`src/hw/rtl/smx_pkg.sv`:
```
`default_nettype none

package smx_pkg;

   // word and field widths
   localparam int DATA_W       = 32;
   localparam int CODE_LEN_W   = 16;
   localparam int DEPTH_OUT_W  = 11;
   localparam int PC_CMP_W     = 33;   // holds any counter width plus one

   // parameter defaults
   localparam int STACK_DEPTH_DEF = 1024;
   localparam int PC_BITS_DEF     = 16;

   localparam logic [CODE_LEN_W-1:0] CODE_LEN_RESET = 16'hFFFF;

   // opcodes
   localparam logic [3:0] OP_HALT   = 4'd0;
   localparam logic [3:0] OP_ADD    = 4'd1;
   localparam logic [3:0] OP_POP    = 4'd2;
   localparam logic [3:0] OP_PUSH   = 4'd3;
   localparam logic [3:0] OP_SUB    = 4'd4;
   localparam logic [3:0] OP_DIV    = 4'd5;
   localparam logic [3:0] OP_MUL    = 4'd6;
   localparam logic [3:0] OP_PRINT  = 4'd7;
   localparam logic [3:0] OP_BRANCH = 4'd8;

   // fault codes
   localparam logic [1:0] FAULT_NONE      = 2'd0;
   localparam logic [1:0] FAULT_UNDERFLOW = 2'd1;
   localparam logic [1:0] FAULT_OVERFLOW  = 2'd2;
   localparam logic [1:0] FAULT_DIV_ZERO  = 2'd3;

   typedef struct packed {
      logic [3:0]         opcode;
      logic signed [31:0] operand;
   } req_type;

   typedef struct packed {
      logic [15:0]        next_pc;
      logic               out_valid;
      logic signed [31:0] out_value;
      logic               halted;
      logic [1:0]         fault;
      logic [10:0]        depth_now;
   } rsp_type;

   // divider status toward the sequencer
   typedef struct packed {
      logic busy;
      logic done;
   } div_stat_type;

   typedef enum logic [2:0] {
      S_IDLE = 3'b001,
      S_EXEC = 3'b010,
      S_DIV  = 3'b100
   } state_type;

endpackage

`default_nettype wire

```
`src/hw/rtl/smx_divider.sv`:
```
`default_nettype none

module smx_divider (
   input  wire logic                        clock,
   input  wire logic                        reset,
   input  wire logic                        start,
   input  wire logic [smx_pkg::DATA_W-1:0]  dividend,
   input  wire logic [smx_pkg::DATA_W-1:0]  divisor,
   output logic      [smx_pkg::DATA_W-1:0]  quotient,
   output smx_pkg::div_stat_type            status
);

   localparam int W     = smx_pkg::DATA_W;
   localparam int CNT_W = $clog2(W);

   logic [W-1:0]     rem_ff,  rem_in;
   logic [W-1:0]     quo_ff,  quo_in;
   logic [W-1:0]     dvs_ff,  dvs_in;
   logic             neg_ff,  neg_in;
   logic [CNT_W-1:0] cnt_ff,  cnt_in;
   logic             busy_ff, busy_in;
   logic             done_ff, done_in;

   logic [W:0]       rem_shift;
   logic [W:0]       diff;

   // one restoring step per cycle on magnitudes, sign fixed at the end
   always_comb begin
      rem_shift = {rem_ff, quo_ff[W-1]};
      diff      = rem_shift - {1'b0, dvs_ff};
      rem_in    = rem_ff;
      quo_in    = quo_ff;
      dvs_in    = dvs_ff;
      neg_in    = neg_ff;
      cnt_in    = cnt_ff;
      busy_in   = busy_ff;
      done_in   = done_ff;
      if (start) begin
         rem_in  = '0;
         quo_in  = dividend[W-1] ? (W'(0) - dividend) : dividend;
         dvs_in  = divisor[W-1]  ? (W'(0) - divisor)  : divisor;
         neg_in  = dividend[W-1] ^ divisor[W-1];
         cnt_in  = '0;
         busy_in = 1'b1;
         done_in = 1'b0;
      end else if (busy_ff) begin
         // remainder stays below the divisor magnitude, so W bits hold it
         if (!diff[W]) begin
            rem_in = diff[W-1:0];
            quo_in = {quo_ff[W-2:0], 1'b1};
         end else begin
            rem_in = rem_shift[W-1:0];
            quo_in = {quo_ff[W-2:0], 1'b0};
         end
         cnt_in = cnt_ff + CNT_W'(1);
         if (cnt_ff == CNT_W'(W - 1)) begin
            busy_in = 1'b0;
            done_in = 1'b1;
         end
      end
   end

   always_ff @(posedge clock) begin
      if (reset) begin
         busy_ff <= 1'b0;
         done_ff <= 1'b0;
         cnt_ff  <= '0;
      end else begin
         busy_ff <= busy_in;
         done_ff <= done_in;
         cnt_ff  <= cnt_in;
      end
   end

   always_ff @(posedge clock) begin
      rem_ff <= rem_in;
      quo_ff <= quo_in;
      dvs_ff <= dvs_in;
      neg_ff <= neg_in;
   end

   assign quotient    = neg_ff ? (W'(0) - quo_ff) : quo_ff;
   assign status.busy = busy_ff;
   assign status.done = done_ff;

endmodule

`default_nettype wire

```
`config.mk`:
```
export PLATFORM = sky130hd
export DESIGN_NAME = smx_divider
export DESIGN_NICKNAME = d
export VERILOG_FILES = /design/src/hw/rtl/smx_pkg.sv /design/src/hw/rtl/smx_divider.sv
export SDC_FILE = /design/constraint.sdc
export NUM_CORES = 1
export LEC_CHECK = 0
export BUFFER_PORTS_ARGS = -buffer_cell sky130_fd_sc_hd__buf_4
export CAP_MARGIN = 20
export CORE_AREA = 2 2 116 118
export CTS_CLUSTER_SIZE = 24
export DETAILED_ROUTE_END_ITERATION = 16
export DIE_AREA = 0 0 118 120
export GPL_ROUTABILITY_DRIVEN = 0
export PLACE_DENSITY = 0.81
export SLEW_MARGIN = 10
export SYNTH_ARGS = -nofsm -noshare
export SYNTH_HDL_FRONTEND = slang
export SYNTH_SLANG_ARGS = --single-unit
```
`constraint.sdc`:
```
create_clock -name clock -period 9.2 [get_ports clock]
set_input_delay 0 -clock clock [delete_from_list [all_inputs] [get_ports clock]]
set_output_delay 0 -clock clock [all_outputs]
set_load 0.1 [all_outputs]
```
== Yosys cells after proc, flatten, opt, wreduce, memory -nomap -nowiden ==
Cells that the tools add are included.
Operators by class
  equal/unequal tests: 1
  add/sub/neg operators: 5
  bitwise logic cells: 1
  multiplexer cells: 10
  reduce and logical (&&, ||, !) cells: 3
Operators by type and width (count)
  32-bit 2-to-1 mux: 5
  1-bit by 32-bit subtractor with 32-bit output (first input constant): 3
  33-bit by 32-bit subtractor with 33-bit output: 1
  31-bit 2-to-1 mux: 1
  5-bit by 1-bit adder with 5-bit output (second input constant): 1
  5-bit equality test (second input constant): 1
  1-bit 2-to-1 mux: 4
  2-bit AND reduction: 1
  2-bit nonzero test: 1
  2-bit OR reduction: 1
  1-bit bitwise XOR: 1
Storage, ports and cells
  register bits after elaboration: 104
  output and inout port bits: 34
  word-level logic and storage cells: 28

== Longest topological paths before layout ==
Gate-level depths: netlist of the first run.
  depth in word-level cells: 4
  mapped depth: 13
  gate-level depth less buffers: 12

== Worst setup path after synthesis of the first run ==
OpenSTA, ideal clock, no wires.
  path kind: register to output
  start: reg quo_ff[5]
  end: out quotient[30] in the netlist's numbering
  data arrival time: 3.639 ns
  required time: 9.200 ns
  cell stages (with the launch flop): 9
  path slack: 5.561 ns
  path buffers: 0
  cells stage by stage: edfxtp_1 -> nor4_1 -> nand2b_1 -> or4_1 -> or4_1 -> or3_1 -> or4_1 -> o21ai_0 -> xnor2_1
On the way
  longest elaborated chain between the ends: 2
RTL lines
  from (decl): line smx_divider.sv:17  | logic [W-1:0] quo_ff, quo_in;
  from (signal assigned): line smx_divider.sv:77  | quo_ff <= quo_in;
  1-bit by 32-bit subtractor with 32-bit output: line smx_divider.sv:82  | assign quotient = neg_ff ? (W'(0) - quo_ff) : quo_ff;
  32-bit 2-to-1 mux: line smx_divider.sv:82
  to (decl): line smx_divider.sv:9  | output logic [smx_pkg::DATA_W-1:0] quotient,
No other way between the ends.

== Worst setup path in the final report of the first run ==
  start: reg quo_ff[31]
  end: reg rem_ff[1]
On the way
  longest elaborated chain between the ends: 2
RTL lines
  33-bit by 32-bit subtractor with 33-bit output: line smx_divider.sv:30  | diff = rem_shift - {1'b0, dvs_ff};
  32-bit 2-to-1 mux: line smx_divider.sv:48  | if (!diff[W]) begin
  to (signal assigned): line smx_divider.sv:76  | rem_ff <= rem_in;
  to (decl): line smx_divider.sv:16  | logic [W-1:0] rem_ff, rem_in;
No other way between the ends.
A chain may end at the register's enable or synchronous reset.

==> results of run 1 <==
-- placed cells by master (no fill, tap or decap), types with 3 or more instances in the layout --
master	synthesis	routed
buf_4	4	103
nor2_1	80	80
xnor2_1	79	78
a21oi_1	67	67
edfxtp_1	65	65
o21ai_0	55	55
nand2_1	55	55
inv_1	46	46
xor2_1	43	43
dfxtp_1	39	38
ha_1	37	37
mux2i_1	32	32
dlygate4sd3_1	0	31
a211oi_1	28	28
o31ai_1	23	23
or4_1	17	17
a21o_1	14	14
nand2b_1	12	12
o41ai_1	12	12
or3_1	11	11
clkbuf_16	0	11
nor3_1	8	8
a31oi_1	7	7
nand4_1	6	6
and3_1	5	5
nor4_1	5	5
or2_2	5	5
nor2b_1	5	5
nor3b_1	5	5
o21bai_1	4	4
nand3_1	4	4
or4_4	4	4
o211ai_1	3	3
nand3b_1	3	3
inv_6	0	3
-- layer usage --
layer / part of all wire [%] / vias up / routed length (um) / track usage [%]
li1: - / 3276 / - / -
met1: 47 / 3015 / 7910 / 32.8
met2: 47 / 204 / 7900 / 40.3
met3: 5.3 / 11 / 885 / 3.56
met4: 0.87 / 0 / 146 / 5.27
met5: 0 / - / 0 / 0
-- flip-flops by register name, indices dropped and copies added (netlist names) --
register  flops
dvs_ff       32
quo_ff       32
rem_ff       32
cnt_ff        5
busy_ff       1
done_ff       1
neg_ff        1
-- area by class of cell --
class,instances,area (um^2)
Timing Repair Buffer,134,1080
Clock inverter,5,41.3
Tap cell,176,220
Inverter,46,173
Sequential cell,104,2730
Fill cell,981,3910
Multi-Input combinational cell,655,4540
Clock buffer,11,275
-- critical path, cell delays in order, from the launching register on --
cell and delay, ns:
edfxtp_1 0.36, inv_1 0.07, ha_1 0.21, fa_1 0.40, nand2b_1 0.18, a21oi_1 0.22, o2111ai_1 0.20, o21ai_0 0.58
a21o_1 0.21, o21ai_0 0.23, xnor2_2 0.65, buf_4 0.48, nor3_1 0.09, or3_1 0.37
-- path summary, 6_finish.rpt --
kind                        startpoint                      to  slack, ns  cells after the start
hold reg to reg   done_ff$_SDFFE_PP0P_    done_ff$_SDFFE_PP0P_       0.48                      2
setup reg to reg  quo_ff[31]$_DFFE_PP_  rem_ff[1]$_SDFFE_PP0P_       4.82                     13
hold / removal             divisor[27]    dvs_ff[27]$_DFFE_PP_      0.006                      2
setup / recovery  quo_ff[31]$_DFFE_PP_  rem_ff[1]$_SDFFE_PP0P_       4.82                     13
-- stage by stage --
step / worst slack (ns) / utilization, % / area (um^2) / total power [mW] / hold slack [ns]
4_1_cts: 4.88 / 69.9 / 9070 / 1.64 / 0.00610
5_1_grt: 4.54 / 69.9 / 9070 / 1.72 / 0.0172
6_report: 4.82 / 69.9 / 9070 / 1.65 / 0.00591
3_3_place_gp: 5.06 / 65.0 / 8440 / 1.22 / 0.164
3_5_place_dp: 4.88 / 65.0 / 8440 / 1.23 / 0.170
2_1_floorplan: 5.56 / - / 7620 / 1.09 / 0.0724
-- kinds of logic after synthesis --
kind of cell               count (synthesis)
and+or+nand+nor                          236
adders and majority gates                 38
buffers and inverters                     90
muxes                                     33
DFF                                      104
xor gates and xnor gates                 122
AOI/OAI and AO/OA                        226
-- report_power, final --
part           internal [mW]  total, mW  switching (mW)
clock network          0.220      0.405           0.184
logic                  0.212      0.654           0.443
registers              0.548      0.587          0.0389
==> run_results.csv, run 1 <==
group,metric,value,unit
floorplanning,die_area,14200,um^2
placed_design,dp_cells,1084,
yosys,ys_seq_area_share,35.9,%
yosys,synth_mux_area_share,4.35,%
power,p_leak,3.61,nW
finish,fin_cells,1131,
sta,rsz0062_at_grt,"false",
yosys,synth_adder_area_share,6.34,%
setup_path,required,9.44,ns
clocking,cts_tree,"yes",
sta,report.final.slew_viol_count,0,
yosys,synthFlopType,"edfxtp_1",
finish,drive_above_1_share,14.7,%
setup_path,critPathKind,"flip-flop to flip-flop",
clocking,clk_latency,0.36,ns
routing,drt_wl_total,16800,um
power,power_density,182,nW/um^2
hold_path,min_path_type,"input port to flip-flop",
routing,drt_iter0_drc,605,
routing,ant_nets,0,
floorplanning,die_x,118,um
clocking,cts_buffers,9,
setup_path,cp-end-kind,"flip-flop",
yosys,synth_top_area_cell,"edfxtp_1",
placed_design,dp_hpwl,11600,um
floorplanning,die_h,120,um
sta,max_slew_margin,34.6,%
outcome,outcome,"completed",
global_routing,overflow,0,
yosys,synth_most_common_cell,"nor2_1",
yosys,synth_nets,954,
finish,syn_to_final_growth,19.0,%
global_routing,grt_pass1_vias,6055,
setup_path,startpoint_type,"flip-flop",
clocking,post_cts_buffers,0,
yosys,ys_top_cells_by_count,"nor2_1 (80), xnor2_1 (79), a21oi_1 (67)",
floorplanning,rows,42,
routing,wl_per_cell,14.9,um
floorplanning,ios,101,
yosys,synthTopCellsByArea,"edfxtp_1 (26%), dfxtp_1 (10%), xnor2_1 (9.1%)",
placed_design,port_buffers,100,
routing,vias_per_cell,5.75,
power,irDropWorstVdd,99.4,uV
routing,num_vias,6506,
yosys,netlist_area,7620,um^2
sta,finalSetupViolCount,0,
sta,fin_skew,0.00994,ns
clocking,post_cts_resized,0,
yosys,synth.avg_cell_area,8.98,um^2
clocking,cts_hold_buffers,31,
yosys,synth_top_family_by_area,"compound AO/OA/AOI/OAI gates",
finish,diodes,0,
clocking,clk_pin_slew,0.07,ns
routing,first_pass_iters,5,
yosys,ys_warn_count,0,
yosys,synth_top_cell_area_share,25.6,%
setup_path,crit_arrival,4.62,ns
flow_run,maxCapViolCount,0,
floorplanning,initial_core_util,58.7,%
floorplanning,core_area,13000,um^2
clocking,cts_sinks,104,
yosys,synth-xor-area-share,14.0,%
yosys,synthSimpleGateAreaFrac,16.0,%
global_routing,antenna_found_initial,0,
clocking,cts_buffer_depth,2,
global_routing,grt_pass1_wl,28100,um
sta,fmax,0.228,GHz
yosys,synth-edff-count,65,
sta,fin_crit,4.38,ns
sta,setup_tns,0,ns
setup_path,critPathMaxFanout,22,
yosys,netlist_instances,849,
yosys,ys_types,58,
yosys,ys_ff_latch,104,
yosys,ys_async_sr_fraction,0,%
yosys,synth_compound_area_share,18.8,%
sta,hold_viol_final,0,
finish,nNetsFinal,1055,
routing,drc,0,
clocking,cts_root_buf,"clkbuf_16",
sta,worstMarginPinSlew,0.982,ns
clocking,htreeDepth,3,
global_routing,grt_max_degree,91,
sta,finalCritPeriodShare,47.6,%
global_routing,grt_usage,23.9,%
(Power assumes the default switching activity.)
==> run 2, diff against run 1 <==
--- a/config.mk
+++ b/config.mk
@@ -7,12 +7,12 @@
 export LEC_CHECK = 0
 export BUFFER_PORTS_ARGS = -buffer_cell sky130_fd_sc_hd__buf_4
 export CAP_MARGIN = 20
-export CORE_AREA = 2 2 116 118
+export CORE_AREA = 2 2 117 119
 export CTS_CLUSTER_SIZE = 24
 export DETAILED_ROUTE_END_ITERATION = 16
-export DIE_AREA = 0 0 118 120
+export DIE_AREA = 0 0 119 121
 export GPL_ROUTABILITY_DRIVEN = 0
-export PLACE_DENSITY = 0.81
+export PLACE_DENSITY = 0.79
 export SLEW_MARGIN = 10
 export SYNTH_ARGS = -nofsm -noshare
 export SYNTH_HDL_FRONTEND = slang
==> constraint.sdc (replaced) <==
create_clock -name clock -period 4.3 [get_ports clock]
set_input_delay 0 -clock clock [delete_from_list [all_inputs] [get_ports clock]]
set_output_delay 0 -clock clock [all_outputs]
set_load 0.1 [all_outputs]
==> run_results.csv, run 2 (synthesized netlist as in run 1, its figures left out) <==
group,metric,value,unit
clocking,cts_sinks,104,
global_routing,use_met1,31.8,%
clocking,cts_buffers,9,
routing,vias_per_cell,5.69,
clocking,clk_latency,0.35,ns
power,total_power,3.49,mW
sta,report.final.slew_viol_count,0,
global_routing,grt_max_degree,59,
setup_path,cp.depth,9,
setup_path,crit_arrival,3.82,ns
clocking,post_cts_resized,0,
clocking,cts_root_buf,"clkbuf_16",
setup_path,crit_buf_inv,1,
placed_design,port_buffers,100,
floorplanning,die_h,121,um
power,p_leak,3.61,nW
power,p_sw_share,40.2,%
setup_path,critPathSlowestCell,"or4_1",
finish,syn_to_final_growth,19.2,%
setup_path,startpoint_type,"flip-flop",
finish,drive_above_1_share,14.9,%
setup_path,cp_top_family,"simple AND/OR/NAND/NOR gates",
floorplanning,initial_core_util,58.2,%
sta,worstMarginPinSlew,0.949,ns
setup_path,cp_common_cell,"or4_1",
setup_path,r2r_slack,0.75,ns
clocking,cts_buffer_depth,2,
floorplanning,die_area,14400,um^2
routing,ant_nets,0,
sta,rsz0062_at_grt,"false",
finish,fin_cells,1135,
setup_path,worstPathCellList,"nor4_1 -> nand2b_1 -> or4_1 -> or4_1 -> or3_1 -> or4_1 -> o21ai_0 -> xnor2_1 -> buf_4",
power,p_seq_share,36.2,%
sta,setup_tns,0,ns
sta,finalCritPeriodShare,88.9,%
setup_path,regToRegStartpoint,"quo_ff[31]$_DFFE_PP_",
global_routing,met2_usage,39.4,%
floorplanning,core_area,13100,um^2
global_routing,grt.busiest_layer,"met2",
power,combPwrFrac,40.0,%
global_routing,overflow,0,
global_routing,grt_pass1_vias,6067,
routing,wl_per_cell,14.7,um
finish,largestRegisters,"dvs_ff: 32 flops, quo_ff: 32 flops, rem_ff: 32 flops",
floorplanning,die_x,119,um
power,irDropWorstVdd,181,uV
power,power.switching,1.40,mW
floorplanning,ios,101,
clocking,htreeDepth,3,
finish,diodes,0,
clocking,clk_pin_slew,0.07,ns
power,power_density,384,nW/um^2
finish,final_cell_mix,"buf_4 (106), nor2_1 (80), xnor2_1 (78)",
setup_path,critPathMaxFanout,5,
routing,first_pass_iters,5,
global_routing,grt_pass1_wl,27700,um
setup_path,endpoint,"quotient[28]",
outcome,outcome,"completed",
power,power.share.clock,23.8,%
setup_path,required,4.30,ns
routing,drt_wl_total,16600,um
placed_design,dp_cells,1087,
hold_path,min_path_type,"input port to flip-flop",
sta,hold-worst-slack,0.0376,ns
setup_path,crit_path_max_incr_delay,0.59,ns
global_routing,antenna_found_initial,0,
finish,nNetsFinal,1059,
setup_path,crit_start,"quo_ff[6]$_DFFE_PP_",
global_routing,grt_usage,23.3,%
sta,max_slew_margin,36.7,%
placed_design,dp_hpwl,11700,um
sta,fmax,0.261,GHz
finish,layout_commonest_cell,"buf_4",
setup_path,critPathKind,"flip-flop to output port",
finish,num-fill-cells,1033,
routing,num_vias,6460,
routing,drt_iter0_drc,510,
flow_run,maxCapViolCount,0,
power,intPower,2.09,mW
sta,hold_viol_final,0,
placed_design,dpl_cell_area,8460,um^2
sta,fin_crit,3.82,ns
floorplanning,rows,42,
sta,fin_skew,0.0117,ns
sta,finalSetupViolCount,0,
global_routing,met3_usage,2.87,%
setup_path,worstRegToRegCells,14,
setup_path,r2r-end,"rem_ff[1]$_SDFFE_PP0P_",
clocking,cts_tree,"yes",
routing,drc,0,
setup_path,cp-end-kind,"output port",
finish,final_area,9090,um^2
run 2: cell count changes in the layout (fill, tap and decap cells not counted):
cell	before	now
bufinv_16	0	1
inv_6	3	2
buf_4	103	106
dlygate4sd3_1	31	32
clkinvlp_4	0	2
clkbuf_16	11	9
run 2: area by class of cell:
type | count | area, um^2 | share of cell area (%)
clock buffers | 9 | 225 | 2.48
flip-flops and latches | 104 | 2730 | 30.1
inverters | 46 | 173 | 1.90
well taps | 176 | 220 | 2.42
clock inverters | 7 | 77.6 | 0.854
repair buffers | 138 | 1120 | 12.3
multi-input cells | 655 | 4540 | 50.0
run 2: worst min-delay path by stage:
stage                               end  cells past startpoint         from  slack [ns]
finish              quo_ff[6]$_DFFE_PP_                      3  dividend[6]        0.04
global route        quo_ff[6]$_DFFE_PP_                      3  dividend[6]        0.05
CTS                 quo_ff[6]$_DFFE_PP_                      3  dividend[6]        0.03
detailed placement   busy_ff$_SDFF_PP0_                      2        reset        0.17
global placement     busy_ff$_SDFF_PP0_                      2        reset        0.16
floorplan            busy_ff$_SDFF_PP0_                      1        reset        0.07
run 2: what timing repair did:
item,in CTS,in global routing
endpoints found under the hold margin,39,0
hold buffers,32,0
setup buffers,0,0
run 2: worst register-to-register path: stages (launching register included):
cell and delay [ns]:
edfxtp_1 0.36, inv_1 0.06, ha_1 0.22, fa_1 0.40
nand2b_1 0.18, a21oi_1 0.18, o2111ai_1 0.18, o21ai_0 0.22
buf_4 0.17, a21o_1 0.13, o21ai_0 0.26, xnor2_2 0.23
buf_4 0.39, nor3_1 0.10, or3_1 0.37
run 2: stage by stage:
stage | util, % | setup WS, ns
2_1_floorplan | - | 0.661
3_5_place_dp | 64.7 | 0.815
3_3_place_gp | 64.7 | 0.920
6_report | 69.4 | 0.475
5_1_grt | 69.4 | 0.278
4_1_cts | 69.4 | 0.484
run 2: power groups by stage:
stage | clock [mW] | sequential, mW | combinational, mW
2_1_floorplan | 0 | 1.25 | 1.09
6_report | 0.831 | 1.26 | 1.40
3_5_place_dp | 0 | 1.28 | 1.36
5_1_grt | 0.884 | 1.28 | 1.49
4_1_cts | 0.840 | 1.26 | 1.39
3_3_place_gp | 0 | 1.28 | 1.35
run 2: per-layer routing:
layer / part of all wire, % / wire length, um
met1: 48 / 7920
met2: 47 / 7770
met3: 4.3 / 720
met4: 1.3 / 223
met5: 0 / 0
